## src/hdl/lctm_pkg.sv

```systemverilog
// Shared constants, codes and types of the load-cell trimmed-mean autorange unit.
// No dependencies; every other file takes names from here by scope.
`default_nettype none

package lctm_pkg;

   localparam int SAMPLE_WIDTH = 24;
   localparam int WINDOW       = 5;

   localparam int CAL_W       = 24;
   localparam int SPAN_W      = 26;
   localparam int CTR_W       = 26;
   localparam int LEVEL_W     = 2;
   localparam int CSR_INDEX_W = 2;
   localparam int CSR_DATA_W  = 26;

   // trimmed sum and divide by WINDOW-2 through a reciprocal multiply
   localparam int TRIM_DIV  = WINDOW - 2;
   localparam int SUM_W     = SAMPLE_WIDTH + $clog2(WINDOW);
   localparam int MAG_W     = SUM_W - 1;
   localparam int DIV_SHIFT = MAG_W + $clog2(TRIM_DIV) + 1;
   localparam int MULT_W    = DIV_SHIFT + 1;
   localparam logic [MULT_W-1:0] DIV_ONE  = MULT_W'(1) << DIV_SHIFT;
   localparam logic [MULT_W-1:0] DIV_MULT =
      (DIV_ONE + MULT_W'(TRIM_DIV - 1)) / MULT_W'(TRIM_DIV);
   localparam int PROD_W = MAG_W + MULT_W;

   // centering arithmetic
   localparam int DIFF_W = ((SAMPLE_WIDTH > CAL_W) ? SAMPLE_WIDTH : CAL_W) + 1;
   localparam int WIDE_W = ((DIFF_W > CTR_W) ? DIFF_W : CTR_W) + 1;
   localparam int GROW_W = CTR_W + 1;
   localparam int LVL_W  = CTR_W + 4;

   localparam logic [SPAN_W-1:0] SPAN_MAX = '1;
   localparam logic [SPAN_W-1:0] SPAN_MIN = SPAN_W'(1);

   localparam logic signed [CAL_W-1:0] CAL_OFFSET_RESET     = CAL_W'(2638);
   localparam logic [SPAN_W-1:0]       INITIAL_RANGE_RESET  = SPAN_W'(4361);
   localparam logic [SPAN_W-1:0]       BALANCED_RANGE_RESET = SPAN_W'(218);

   // alarm thresholds as fractions of the span: WARN_NUM/LEVEL_DEN, ALARM_NUM/LEVEL_DEN
   localparam int LEVEL_DEN = 10;
   localparam int WARN_NUM  = 3;
   localparam int ALARM_NUM = 4;

   localparam logic [CSR_INDEX_W-1:0] CSR_CALIBRATION_OFFSET = 2'd0;
   localparam logic [CSR_INDEX_W-1:0] CSR_INITIAL_RANGE      = 2'd1;
   localparam logic [CSR_INDEX_W-1:0] CSR_BALANCED_RANGE     = 2'd2;

   localparam logic CMD_PUSH    = 1'b0;
   localparam logic CMD_BALANCE = 1'b1;

   localparam logic [LEVEL_W-1:0] LEVEL_NORMAL  = 2'd0;
   localparam logic [LEVEL_W-1:0] LEVEL_WARNING = 2'd1;
   localparam logic [LEVEL_W-1:0] LEVEL_ALARM   = 2'd2;

   typedef logic signed [SAMPLE_WIDTH-1:0] sample_type;
   typedef sample_type window_type [WINDOW];

endpackage

`default_nettype wire

```

## src/hdl/load_cell_trimmed_mean_autorange_unit.sv

```systemverilog
// Load-cell front end: five-sample trimmed mean, offset centering, auto-range, alarm level.
// Depends on lctm_pkg for widths, reset values, register indexes and codes.
`default_nettype none

// A beat is accepted every cycle unless a result is held under rsp_stall; it passes
// through the seven stages plus the result register. Throughput is one beat per cycle
// while no result is stalled, set by the feedback loops of the balance offset (stage six)
// and the range register (stage seven). A stall on the result side freezes the whole
// pipeline, so req_stall is high exactly while a result is held under rsp_stall. The
// sample window shifts when a push beat is accepted; a balance beat leaves it alone.
// initial_range is loaded into the range only by reset, and reset also restores its
// default, so a write to that register has no visible effect.
module load_cell_trimmed_mean_autorange_unit (
   input  logic                                     clock,
   input  logic                                     reset,
   input  logic                                     req_valid,
   output logic                                     req_stall,
   input  logic                                     req_command,
   input  logic signed [lctm_pkg::SAMPLE_WIDTH-1:0] req_sample,
   output logic                                     rsp_valid,
   input  logic                                     rsp_stall,
   output logic signed [lctm_pkg::CTR_W-1:0]        rsp_mean_centered,
   output logic signed [lctm_pkg::CTR_W-1:0]        rsp_latest_centered,
   output logic        [lctm_pkg::SPAN_W-1:0]       rsp_range_span,
   output logic        [lctm_pkg::LEVEL_W-1:0]      rsp_level,
   input  logic                                     csr_write,
   input  logic        [lctm_pkg::CSR_INDEX_W-1:0]  csr_index,
   input  logic        [lctm_pkg::CSR_DATA_W-1:0]   csr_data
);

   function automatic logic signed [lctm_pkg::CTR_W-1:0] sat_ctr(
      input logic signed [lctm_pkg::WIDE_W-1:0] v);
      logic top_ones;
      logic top_zeros;
      top_ones  = &v[lctm_pkg::WIDE_W-1:lctm_pkg::CTR_W-1];
      top_zeros = ~|v[lctm_pkg::WIDE_W-1:lctm_pkg::CTR_W-1];
      if (top_ones || top_zeros) begin
         sat_ctr = v[lctm_pkg::CTR_W-1:0];
      end else if (v[lctm_pkg::WIDE_W-1]) begin
         sat_ctr = {1'b1, {(lctm_pkg::CTR_W-1){1'b0}}};
      end else begin
         sat_ctr = {1'b0, {(lctm_pkg::CTR_W-1){1'b1}}};
      end
   endfunction

   function automatic logic [lctm_pkg::CTR_W-1:0] mag_ctr(
      input logic signed [lctm_pkg::CTR_W-1:0] v);
      logic signed [lctm_pkg::CTR_W:0] e;
      e = (lctm_pkg::CTR_W+1)'(v);
      if (v[lctm_pkg::CTR_W-1]) begin
         e = -e;
      end
      mag_ctr = e[lctm_pkg::CTR_W-1:0];
   endfunction

   logic advance;
   logic accept;

   // configuration
   logic signed [lctm_pkg::CAL_W-1:0] cal_ff;
   logic        [lctm_pkg::SPAN_W-1:0] bal_span_ff;
   logic        [lctm_pkg::SPAN_W-1:0] bal_load;

   // window
   lctm_pkg::window_type window_ff;
   lctm_pkg::window_type window_in;

   // stage 1: window snapshot
   logic                 st1_valid_ff;
   logic                 st1_bal_ff;
   lctm_pkg::window_type st1_win_ff;

   // stage 2: sum, min, max
   logic                                    st2_valid_ff;
   logic                                    st2_bal_ff;
   logic signed [lctm_pkg::SUM_W-1:0]       st2_sum_ff;
   logic signed [lctm_pkg::SUM_W-1:0]       sum_in;
   lctm_pkg::sample_type                    st2_lo_ff;
   lctm_pkg::sample_type                    st2_hi_ff;
   lctm_pkg::sample_type                    lo_in;
   lctm_pkg::sample_type                    hi_in;
   lctm_pkg::sample_type                    st2_latest_ff;

   // stage 3: trimmed sum magnitude
   logic                                    st3_valid_ff;
   logic                                    st3_bal_ff;
   logic                                    st3_neg_ff;
   logic        [lctm_pkg::MAG_W-1:0]       st3_mag_ff;
   logic        [lctm_pkg::MAG_W-1:0]       mag_in;
   logic signed [lctm_pkg::SUM_W-1:0]       trim;
   logic signed [lctm_pkg::SUM_W-1:0]       trim_neg;
   lctm_pkg::sample_type                    st3_latest_ff;

   // stage 4: quotient
   logic                                    st4_valid_ff;
   logic                                    st4_bal_ff;
   logic                                    st4_neg_ff;
   logic        [lctm_pkg::PROD_W-1:0]      prod;
   logic        [lctm_pkg::SAMPLE_WIDTH-1:0] st4_q_ff;
   lctm_pkg::sample_type                    st4_latest_ff;

   // stage 5: less calibration
   logic                                    st5_valid_ff;
   logic                                    st5_bal_ff;
   logic        [lctm_pkg::SAMPLE_WIDTH-1:0] q_neg;
   lctm_pkg::sample_type                    mean;
   logic signed [lctm_pkg::DIFF_W-1:0]      st5_d_ff;
   logic signed [lctm_pkg::DIFF_W-1:0]      st5_dl_ff;

   // stage 6: centered values, balance offset
   logic                                    st6_valid_ff;
   logic                                    st6_bal_ff;
   logic signed [lctm_pkg::CTR_W-1:0]       st6_mean_c_ff;
   logic signed [lctm_pkg::CTR_W-1:0]       st6_latest_c_ff;
   logic signed [lctm_pkg::CTR_W-1:0]       bal_off_ff;

   // stage 7: range update
   logic                                    st7_valid_ff;
   logic signed [lctm_pkg::CTR_W-1:0]       st7_mean_c_ff;
   logic signed [lctm_pkg::CTR_W-1:0]       st7_latest_c_ff;
   logic        [lctm_pkg::CTR_W-1:0]       st7_lat_mag_ff;
   logic        [lctm_pkg::SPAN_W-1:0]      range_ff;
   logic        [lctm_pkg::SPAN_W-1:0]      range_in;
   logic        [lctm_pkg::SPAN_W-1:0]      range_base;
   logic        [lctm_pkg::GROW_W-1:0]      grow;

   // result
   logic                                    rsp_valid_ff;
   logic signed [lctm_pkg::CTR_W-1:0]       rsp_mean_ff;
   logic signed [lctm_pkg::CTR_W-1:0]       rsp_latest_ff;
   logic        [lctm_pkg::SPAN_W-1:0]      rsp_range_ff;
   logic        [lctm_pkg::LEVEL_W-1:0]     rsp_level_ff;
   logic        [lctm_pkg::LEVEL_W-1:0]     level_in;
   logic        [lctm_pkg::LVL_W-1:0]       lat_scaled;
   logic        [lctm_pkg::LVL_W-1:0]       warn_limit;
   logic        [lctm_pkg::LVL_W-1:0]       alarm_limit;

   assign advance   = !(rsp_valid_ff && rsp_stall);
   assign accept    = req_valid && advance;
   assign req_stall = !advance;

   // ---------------- configuration ----------------
   always_ff @(posedge clock) begin
      if (reset) begin
         cal_ff      <= lctm_pkg::CAL_OFFSET_RESET;
         bal_span_ff <= lctm_pkg::BALANCED_RANGE_RESET;
      end else if (csr_write) begin
         case (csr_index)
            lctm_pkg::CSR_CALIBRATION_OFFSET: begin
               cal_ff <= csr_data[lctm_pkg::CAL_W-1:0];
            end
            lctm_pkg::CSR_BALANCED_RANGE: begin
               bal_span_ff <= csr_data[lctm_pkg::SPAN_W-1:0];
            end
            lctm_pkg::CSR_INITIAL_RANGE: begin
            end
            default: begin
            end
         endcase
      end
   end

   assign bal_load = (bal_span_ff == '0) ? lctm_pkg::SPAN_MIN : bal_span_ff;

   // ---------------- window ----------------
   always_comb begin
      window_in = window_ff;
      if (accept && req_command == lctm_pkg::CMD_PUSH) begin
         for (int i = lctm_pkg::WINDOW - 1; i > 0; i--) begin
            window_in[i] = window_ff[i-1];
         end
         window_in[0] = req_sample;
      end
   end

   always_ff @(posedge clock) begin
      if (reset) begin
         for (int i = 0; i < lctm_pkg::WINDOW; i++) begin
            window_ff[i] <= '0;
         end
      end else begin
         window_ff <= window_in;
      end
   end

   // ---------------- datapath combinational ----------------
   always_comb begin
      sum_in = lctm_pkg::SUM_W'(st1_win_ff[0]);
      lo_in  = st1_win_ff[0];
      hi_in  = st1_win_ff[0];
      for (int i = 1; i < lctm_pkg::WINDOW; i++) begin
         sum_in = sum_in + lctm_pkg::SUM_W'(st1_win_ff[i]);
         if (st1_win_ff[i] < lo_in) begin
            lo_in = st1_win_ff[i];
         end
         if (st1_win_ff[i] > hi_in) begin
            hi_in = st1_win_ff[i];
         end
      end
   end

   assign trim     = st2_sum_ff - lctm_pkg::SUM_W'(st2_lo_ff) - lctm_pkg::SUM_W'(st2_hi_ff);
   assign trim_neg = -trim;
   assign mag_in   = trim[lctm_pkg::SUM_W-1] ? trim_neg[lctm_pkg::MAG_W-1:0]
                                             : trim[lctm_pkg::MAG_W-1:0];

   assign prod = lctm_pkg::PROD_W'(st3_mag_ff) * lctm_pkg::PROD_W'(lctm_pkg::DIV_MULT);

   assign q_neg = -st4_q_ff;
   assign mean  = st4_neg_ff ? $signed(q_neg) : $signed(st4_q_ff);

   always_comb begin
      range_base = st6_bal_ff ? bal_load : range_ff;
      grow       = {mag_ctr(st6_mean_c_ff), 1'b0};
      range_in   = range_base;
      if (grow > lctm_pkg::GROW_W'(range_base)) begin
         if (grow > lctm_pkg::GROW_W'(lctm_pkg::SPAN_MAX)) begin
            range_in = lctm_pkg::SPAN_MAX;
         end else begin
            range_in = grow[lctm_pkg::SPAN_W-1:0];
         end
      end
   end

   assign lat_scaled  = lctm_pkg::LVL_W'(st7_lat_mag_ff) * lctm_pkg::LVL_W'(lctm_pkg::LEVEL_DEN);
   assign warn_limit  = lctm_pkg::LVL_W'(range_ff) * lctm_pkg::LVL_W'(lctm_pkg::WARN_NUM);
   assign alarm_limit = lctm_pkg::LVL_W'(range_ff) * lctm_pkg::LVL_W'(lctm_pkg::ALARM_NUM);

   always_comb begin
      if (lat_scaled > alarm_limit) begin
         level_in = lctm_pkg::LEVEL_ALARM;
      end else if (lat_scaled > warn_limit) begin
         level_in = lctm_pkg::LEVEL_WARNING;
      end else begin
         level_in = lctm_pkg::LEVEL_NORMAL;
      end
   end

   // ---------------- pipeline control ----------------
   always_ff @(posedge clock) begin
      if (reset) begin
         st1_valid_ff <= 1'b0;
         st2_valid_ff <= 1'b0;
         st3_valid_ff <= 1'b0;
         st4_valid_ff <= 1'b0;
         st5_valid_ff <= 1'b0;
         st6_valid_ff <= 1'b0;
         st7_valid_ff <= 1'b0;
         rsp_valid_ff <= 1'b0;
      end else if (advance) begin
         st1_valid_ff <= req_valid;
         st2_valid_ff <= st1_valid_ff;
         st3_valid_ff <= st2_valid_ff;
         st4_valid_ff <= st3_valid_ff;
         st5_valid_ff <= st4_valid_ff;
         st6_valid_ff <= st5_valid_ff;
         st7_valid_ff <= st6_valid_ff;
         rsp_valid_ff <= st7_valid_ff;
      end
   end

   // ---------------- pipeline payload ----------------
   always_ff @(posedge clock) begin
      if (advance) begin
         st1_bal_ff      <= (req_command == lctm_pkg::CMD_BALANCE);
         st1_win_ff      <= window_in;

         st2_bal_ff      <= st1_bal_ff;
         st2_sum_ff      <= sum_in;
         st2_lo_ff       <= lo_in;
         st2_hi_ff       <= hi_in;
         st2_latest_ff   <= st1_win_ff[0];

         st3_bal_ff      <= st2_bal_ff;
         st3_neg_ff      <= trim[lctm_pkg::SUM_W-1];
         st3_mag_ff      <= mag_in;
         st3_latest_ff   <= st2_latest_ff;

         st4_bal_ff      <= st3_bal_ff;
         st4_neg_ff      <= st3_neg_ff;
         st4_q_ff        <= prod[lctm_pkg::DIV_SHIFT +: lctm_pkg::SAMPLE_WIDTH];
         st4_latest_ff   <= st3_latest_ff;

         st5_bal_ff      <= st4_bal_ff;
         st5_d_ff        <= lctm_pkg::DIFF_W'(mean) - lctm_pkg::DIFF_W'(cal_ff);
         st5_dl_ff       <= lctm_pkg::DIFF_W'(st4_latest_ff) - lctm_pkg::DIFF_W'(cal_ff);

         st6_bal_ff      <= st5_bal_ff;
         st6_mean_c_ff   <= sat_ctr(lctm_pkg::WIDE_W'(st5_d_ff)
                                    - lctm_pkg::WIDE_W'(bal_off_ff));
         st6_latest_c_ff <= sat_ctr(lctm_pkg::WIDE_W'(st5_dl_ff)
                                    - lctm_pkg::WIDE_W'(bal_off_ff));

         st7_mean_c_ff   <= st6_mean_c_ff;
         st7_latest_c_ff <= st6_latest_c_ff;
         st7_lat_mag_ff  <= mag_ctr(st6_latest_c_ff);

         rsp_mean_ff     <= st7_mean_c_ff;
         rsp_latest_ff   <= st7_latest_c_ff;
         rsp_range_ff    <= range_ff;
         rsp_level_ff    <= level_in;
      end
   end

   // ---------------- feedback state ----------------
   always_ff @(posedge clock) begin
      if (reset) begin
         bal_off_ff <= '0;
      end else if (advance && st5_valid_ff && st5_bal_ff) begin
         bal_off_ff <= sat_ctr(lctm_pkg::WIDE_W'(st5_d_ff));
      end
   end

   always_ff @(posedge clock) begin
      if (reset) begin
         range_ff <= lctm_pkg::INITIAL_RANGE_RESET;
      end else if (advance && st6_valid_ff) begin
         range_ff <= range_in;
      end
   end

   assign rsp_valid           = rsp_valid_ff;
   assign rsp_mean_centered   = rsp_mean_ff;
   assign rsp_latest_centered = rsp_latest_ff;
   assign rsp_range_span      = rsp_range_ff;
   assign rsp_level           = rsp_level_ff;

   // ---------------- assertions ----------------
   a_range_nonzero: assert property (@(posedge clock) disable iff (reset)
      range_ff != '0)
      else $error("range register reached zero");

   a_stall_freezes: assert property (@(posedge clock) disable iff (reset)
      !advance |=> $stable({st1_valid_ff, st2_valid_ff, st3_valid_ff, st4_valid_ff,
                            st5_valid_ff, st6_valid_ff, st7_valid_ff}))
      else $error("pipeline moved while result was stalled");

   a_balance_span: assert property (@(posedge clock) disable iff (reset)
      (advance && st6_valid_ff && st6_bal_ff) |=> (range_ff >= $past(bal_load)))
      else $error("balance left range below balanced span");

endmodule

`default_nettype wire
```

## config.mk

```make
export PLATFORM = sky130hd
export DESIGN_NAME = load_cell_trimmed_mean_autorange_unit
export DESIGN_NICKNAME = d
export VERILOG_FILES = /design/src/hdl/lctm_pkg.sv /design/src/hdl/load_cell_trimmed_mean_autorange_unit.sv
export SDC_FILE = /design/constraint.sdc
export NUM_CORES = 2
export LEC_CHECK = 0
export BUFFER_PORTS_ARGS = -buffer_cell sky130_fd_sc_hd__buf_2
export CAP_MARGIN = 25
export CORE_ASPECT_RATIO = 0.8
export CORE_MARGIN = 3
export CORE_UTILIZATION = 40
export CTS_BUF_LIST = sky130_fd_sc_hd__clkbuf_16
export CTS_CLUSTER_SIZE = 10
export DETAILED_ROUTE_END_ITERATION = 8
export GPL_TIMING_DRIVEN = 1
export PLACE_DENSITY = 0.57
export SETUP_SLACK_MARGIN = 0.2
export SYNTH_ARGS = -nofsm -noshare
export SYNTH_HDL_FRONTEND = slang
export SYNTH_SLANG_ARGS = --single-unit
export TNS_END_PERCENT = 10
```

## constraint.sdc

```tcl
create_clock -name clock -period 22.2 [get_ports clock]
set_input_delay 1.11 -clock clock [delete_from_list [all_inputs] [get_ports clock]]
set_output_delay 1.11 -clock clock [all_outputs]
set_load 0.02 [all_outputs]
```

==> results.sh <==
export IMPL_worstSetupPathType="reg -> reg"
export IMPL_cts_resized=0
export IMPL_clock_latency_ps=700
export IMPL_first_iter_violations=2817
export IMPL_end_kind="register"
export IMPL_die_height_um=341
export IMPL_clk_pin_slew_ps=60
export IMPL_area_growth_pct=10.3
export IMPL_grt_pass1_vias=37700
export IMPL_syn_num_nets=6192
export IMPL_drive_gt1_share_pct=8.97
export IMPL_cts_tree="done"
export IMPL_h_tree_depth=3
export IMPL_drcViolationCount=0
export IMPL_grt_use_met1_pct=29.2
export IMPL_r2r_end="st2_hi_ff[10]"
export IMPL_vias=38400
export IMPL_nets=6347
export IMPL_coreArea_um2=139000
export IMPL_drv_slew=0
export IMPL_cts_buffers=94
export IMPL_status="complete, no violations"
export IMPL_cts_max_path_buffers=3
export IMPL_cp_required_ps=22660
export IMPL_worst_path_max_fanout=72
export IMPL_grt_first_pass_wirelength_um=226000
export IMPL_critPathLaunchType="register"
export IMPL_startpoint="st1_win_ff[119]"
export IMPL_r2r_cells=56
export IMPL_wl_um=145000
export IMPL_avgSynthCellArea_um2=10.9
export IMPL_ff_latch_area_um2=22100
export IMPL_die_area_um2=145000
export IMPL_r2r_slack_ps=8590
export IMPL_grt_max_degree=178
export IMPL_grt_total_usage_pct=20.0
export IMPL_grt_antenna_before_repair=5
export IMPL_grt_busiest_layer="met2"
export IMPL_dr_pass1_iters=6
export IMPL_tns_ps=0
export IMPL_ant_nets=0
export IMPL_port_buffers=139
export IMPL_netlist_area_um2=56300
export IMPL_setup_worst_path_end="st2_hi_ff[10]"
export IMPL_routabilityCongestion=0.903
export IMPL_met3_usage_pct=3.03
export IMPL_grtUsageMet2_pct=31.2
export IMPL_synthesis_instances=5172
export IMPL_synth_edff_count=584
export IMPL_seq_area_frac_synth_pct=39.3
export IMPL_synth_flop_cell="edfxtp_1"
export IMPL_overflow=0
export IMPL_worstPathArrival_ps=14070
export IMPL_cts_root_buffer="clkbuf_16"
export IMPL_r2r_start="st1_win_ff[119]"
export IMPL_synth_cell_types=89
export IMPL_worstMarginPinSlew_ps=1140
export IMPL_relSlewSlack_pct=24.0
export IMPL_die_x_um=425
export IMPL_layout_common_cells="681 x inv_1, 667 x ha_1, 584 x edfxtp_1, 339 x nand2_1, 295 x fa_1"
export IMPL_slowest_stage="buf_4"
export IMPL_min_period_over_period_pct=61.3
export IMPL_rsz0062_at_grt="no"
export IMPL_fmax_ghz=0.0735
export IMPL_fin_crit_ps=13610
export IMPL_clock_sinks=813
export IMPL_mostFrequentLayoutCell="inv_1"
export IMPL_synth_seq_cells=813
export IMPL_crit_top_cell="o21a_1"
export IMPL_initial_core_util_pct=40.5
export IMPL_setup_viol=0
export IMPL_hpwl_um=115000
export IMPL_post_cts_setup_buffers=0
export IMPL_viasPerCell=5.28
export IMPL_yosysWarningCount=0
export IMPL_cpPeakStageDelay_ps=600
export IMPL_multiInputGateArea_um2=31400
export IMPL_num_rows=122
export IMPL_async_reset_ff_share_pct=0
export IMPL_wl_per_cell_um=20.0
export IMPL_hold_viol_final=0
export IMPL_hold_class="reg -> reg"
export IMPL_cts_hold_buf=0
export IMPL_io_pins=140
export IMPL_cap_violations=0
export IMPL_n_fill_cell=13100
export IMPL_clock_skew_ps=41.0
worst min path at each step:
stage	from	to	slack [ps]	cells past startpoint
global placement	st3_latest_ff[21]	st4_latest_ff[21]	400	0
floorplan	st7_latest_c_ff[10]	rsp_latest_centered[10]	400	0
global route	st7_mean_c_ff[2]	rsp_mean_centered[2]	420	0
finish	st7_latest_c_ff[21]	rsp_latest_centered[21]	410	0
CTS	st7_mean_c_ff[18]	rsp_mean_centered[18]	420	0
detailed placement	st7_latest_c_ff[15]	rsp_latest_centered[15]	400	0
worst max-delay path: cells and delay by family (launching register included):
kind,cells,cell delay [ps]
AO/OA/AOI/OAI,29,5800
multiplexers,2,750
adder cells (fa/ha/maj),4,1380
flip-flops,1,550
buffers and inverters,5,1960
AND/OR/NAND/NOR,16,2800
kinds of logic after synthesis:
logic type / synth area share, %
simple gates: 11.0
fa+ha+maj: 25.3
compound gates: 10.2
flops: 39.3
buf+inv: 4.98
mux: 5.18
xor+xnor: 3.95
state kept, by name (all words and copies together) (netlist names), 26 cells and up:
name	count
st1_win_ff	120
window_ff	120
st2_sum_ff	27
bal_span_ff	26
range_ff	26
rsp_latest_centered	26
rsp_mean_centered	26
rsp_range_span	26
st3_mag_ff	26
st6_latest_c_ff	26
st6_mean_c_ff	26
st7_latest_c_ff	26
st7_mean_c_ff	26
stage by stage:
stage / hold slack [ps] / setup slack [ps] / utilization, % / cells / cell area (µm²)
2_1_floorplan: 400 / 348 / - / 5172 / 56300
3_3_place_gp: 401 / 8930 / 42.5 / 7086 / 59100
3_5_place_dp: 405 / 8730 / 42.6 / 7089 / 59200
4_1_cts: 418 / 8720 / 44.6 / 7264 / 62000
5_1_grt: 423 / 7920 / 44.6 / 7266 / 62100
6_report: 415 / 8590 / 44.6 / 7267 / 62100
metal layers:
layer  routed length (µm)  up-vias
met5                    0        -
met4                 3440        0
met3                 7560      185
met2                64300      916
met1                69800    18700
li1                     -    18600
area by class of cell:
| cell class | instances | share of cell area [%] |
|---|---|---|
| inverters | 617 | 3.73 |
| clock buffers | 97 | 3.91 |
| multi-input cells | 3626 | 50.6 |
| diodes | 1 | 0.00403 |
| clock inverters | 78 | 0.651 |
| flip-flops and latches | 813 | 35.6 |
| repair buffers | 175 | 1.68 |
| well taps | 1860 | 3.75 |
Yosys cell counts, drive strengths merged (10+ instances only):
cell / count / share of area [%]
a211o: 14 / 0.22
a21oi: 290 / 2.6
nor2b: 178 / 2.0
nor3: 50 / 0.45
a21o: 100 / 1.3
fa: 295 / 10
a211oi: 14 / 0.20
o41ai: 17 / 0.26
a31oi: 15 / 0.17
o21ai: 196 / 1.7
nor4: 19 / 0.21
or4: 35 / 0.47
edfxtp: 584 / 31
and2: 16 / 0.18
a21boi: 39 / 0.52
nand4: 54 / 0.60
or2: 17 / 0.19
nand2b: 50 / 0.56
o21bai: 15 / 0.20
or3: 36 / 0.41
nand2: 340 / 2.3
and3: 22 / 0.24
dfxtp: 229 / 8.1
nor2: 263 / 1.8
o21a: 48 / 0.64
clkbuf: 97 / 0.65
buf: 19 / 0.22
ha: 667 / 15
o311ai: 25 / 0.39
nand3: 130 / 1.2
nand3b: 14 / 0.19
xnor2: 188 / 2.9
xor2: 66 / 1.0
a41oi: 10 / 0.17
o31ai: 34 / 0.45
inv: 616 / 4.1
mux2: 167 / 3.4
mux2i: 100 / 1.8
Power is left out: the tool's default activity adds up to more than one toggle a clock period on the data nets, which glitch-free logic cannot reach.
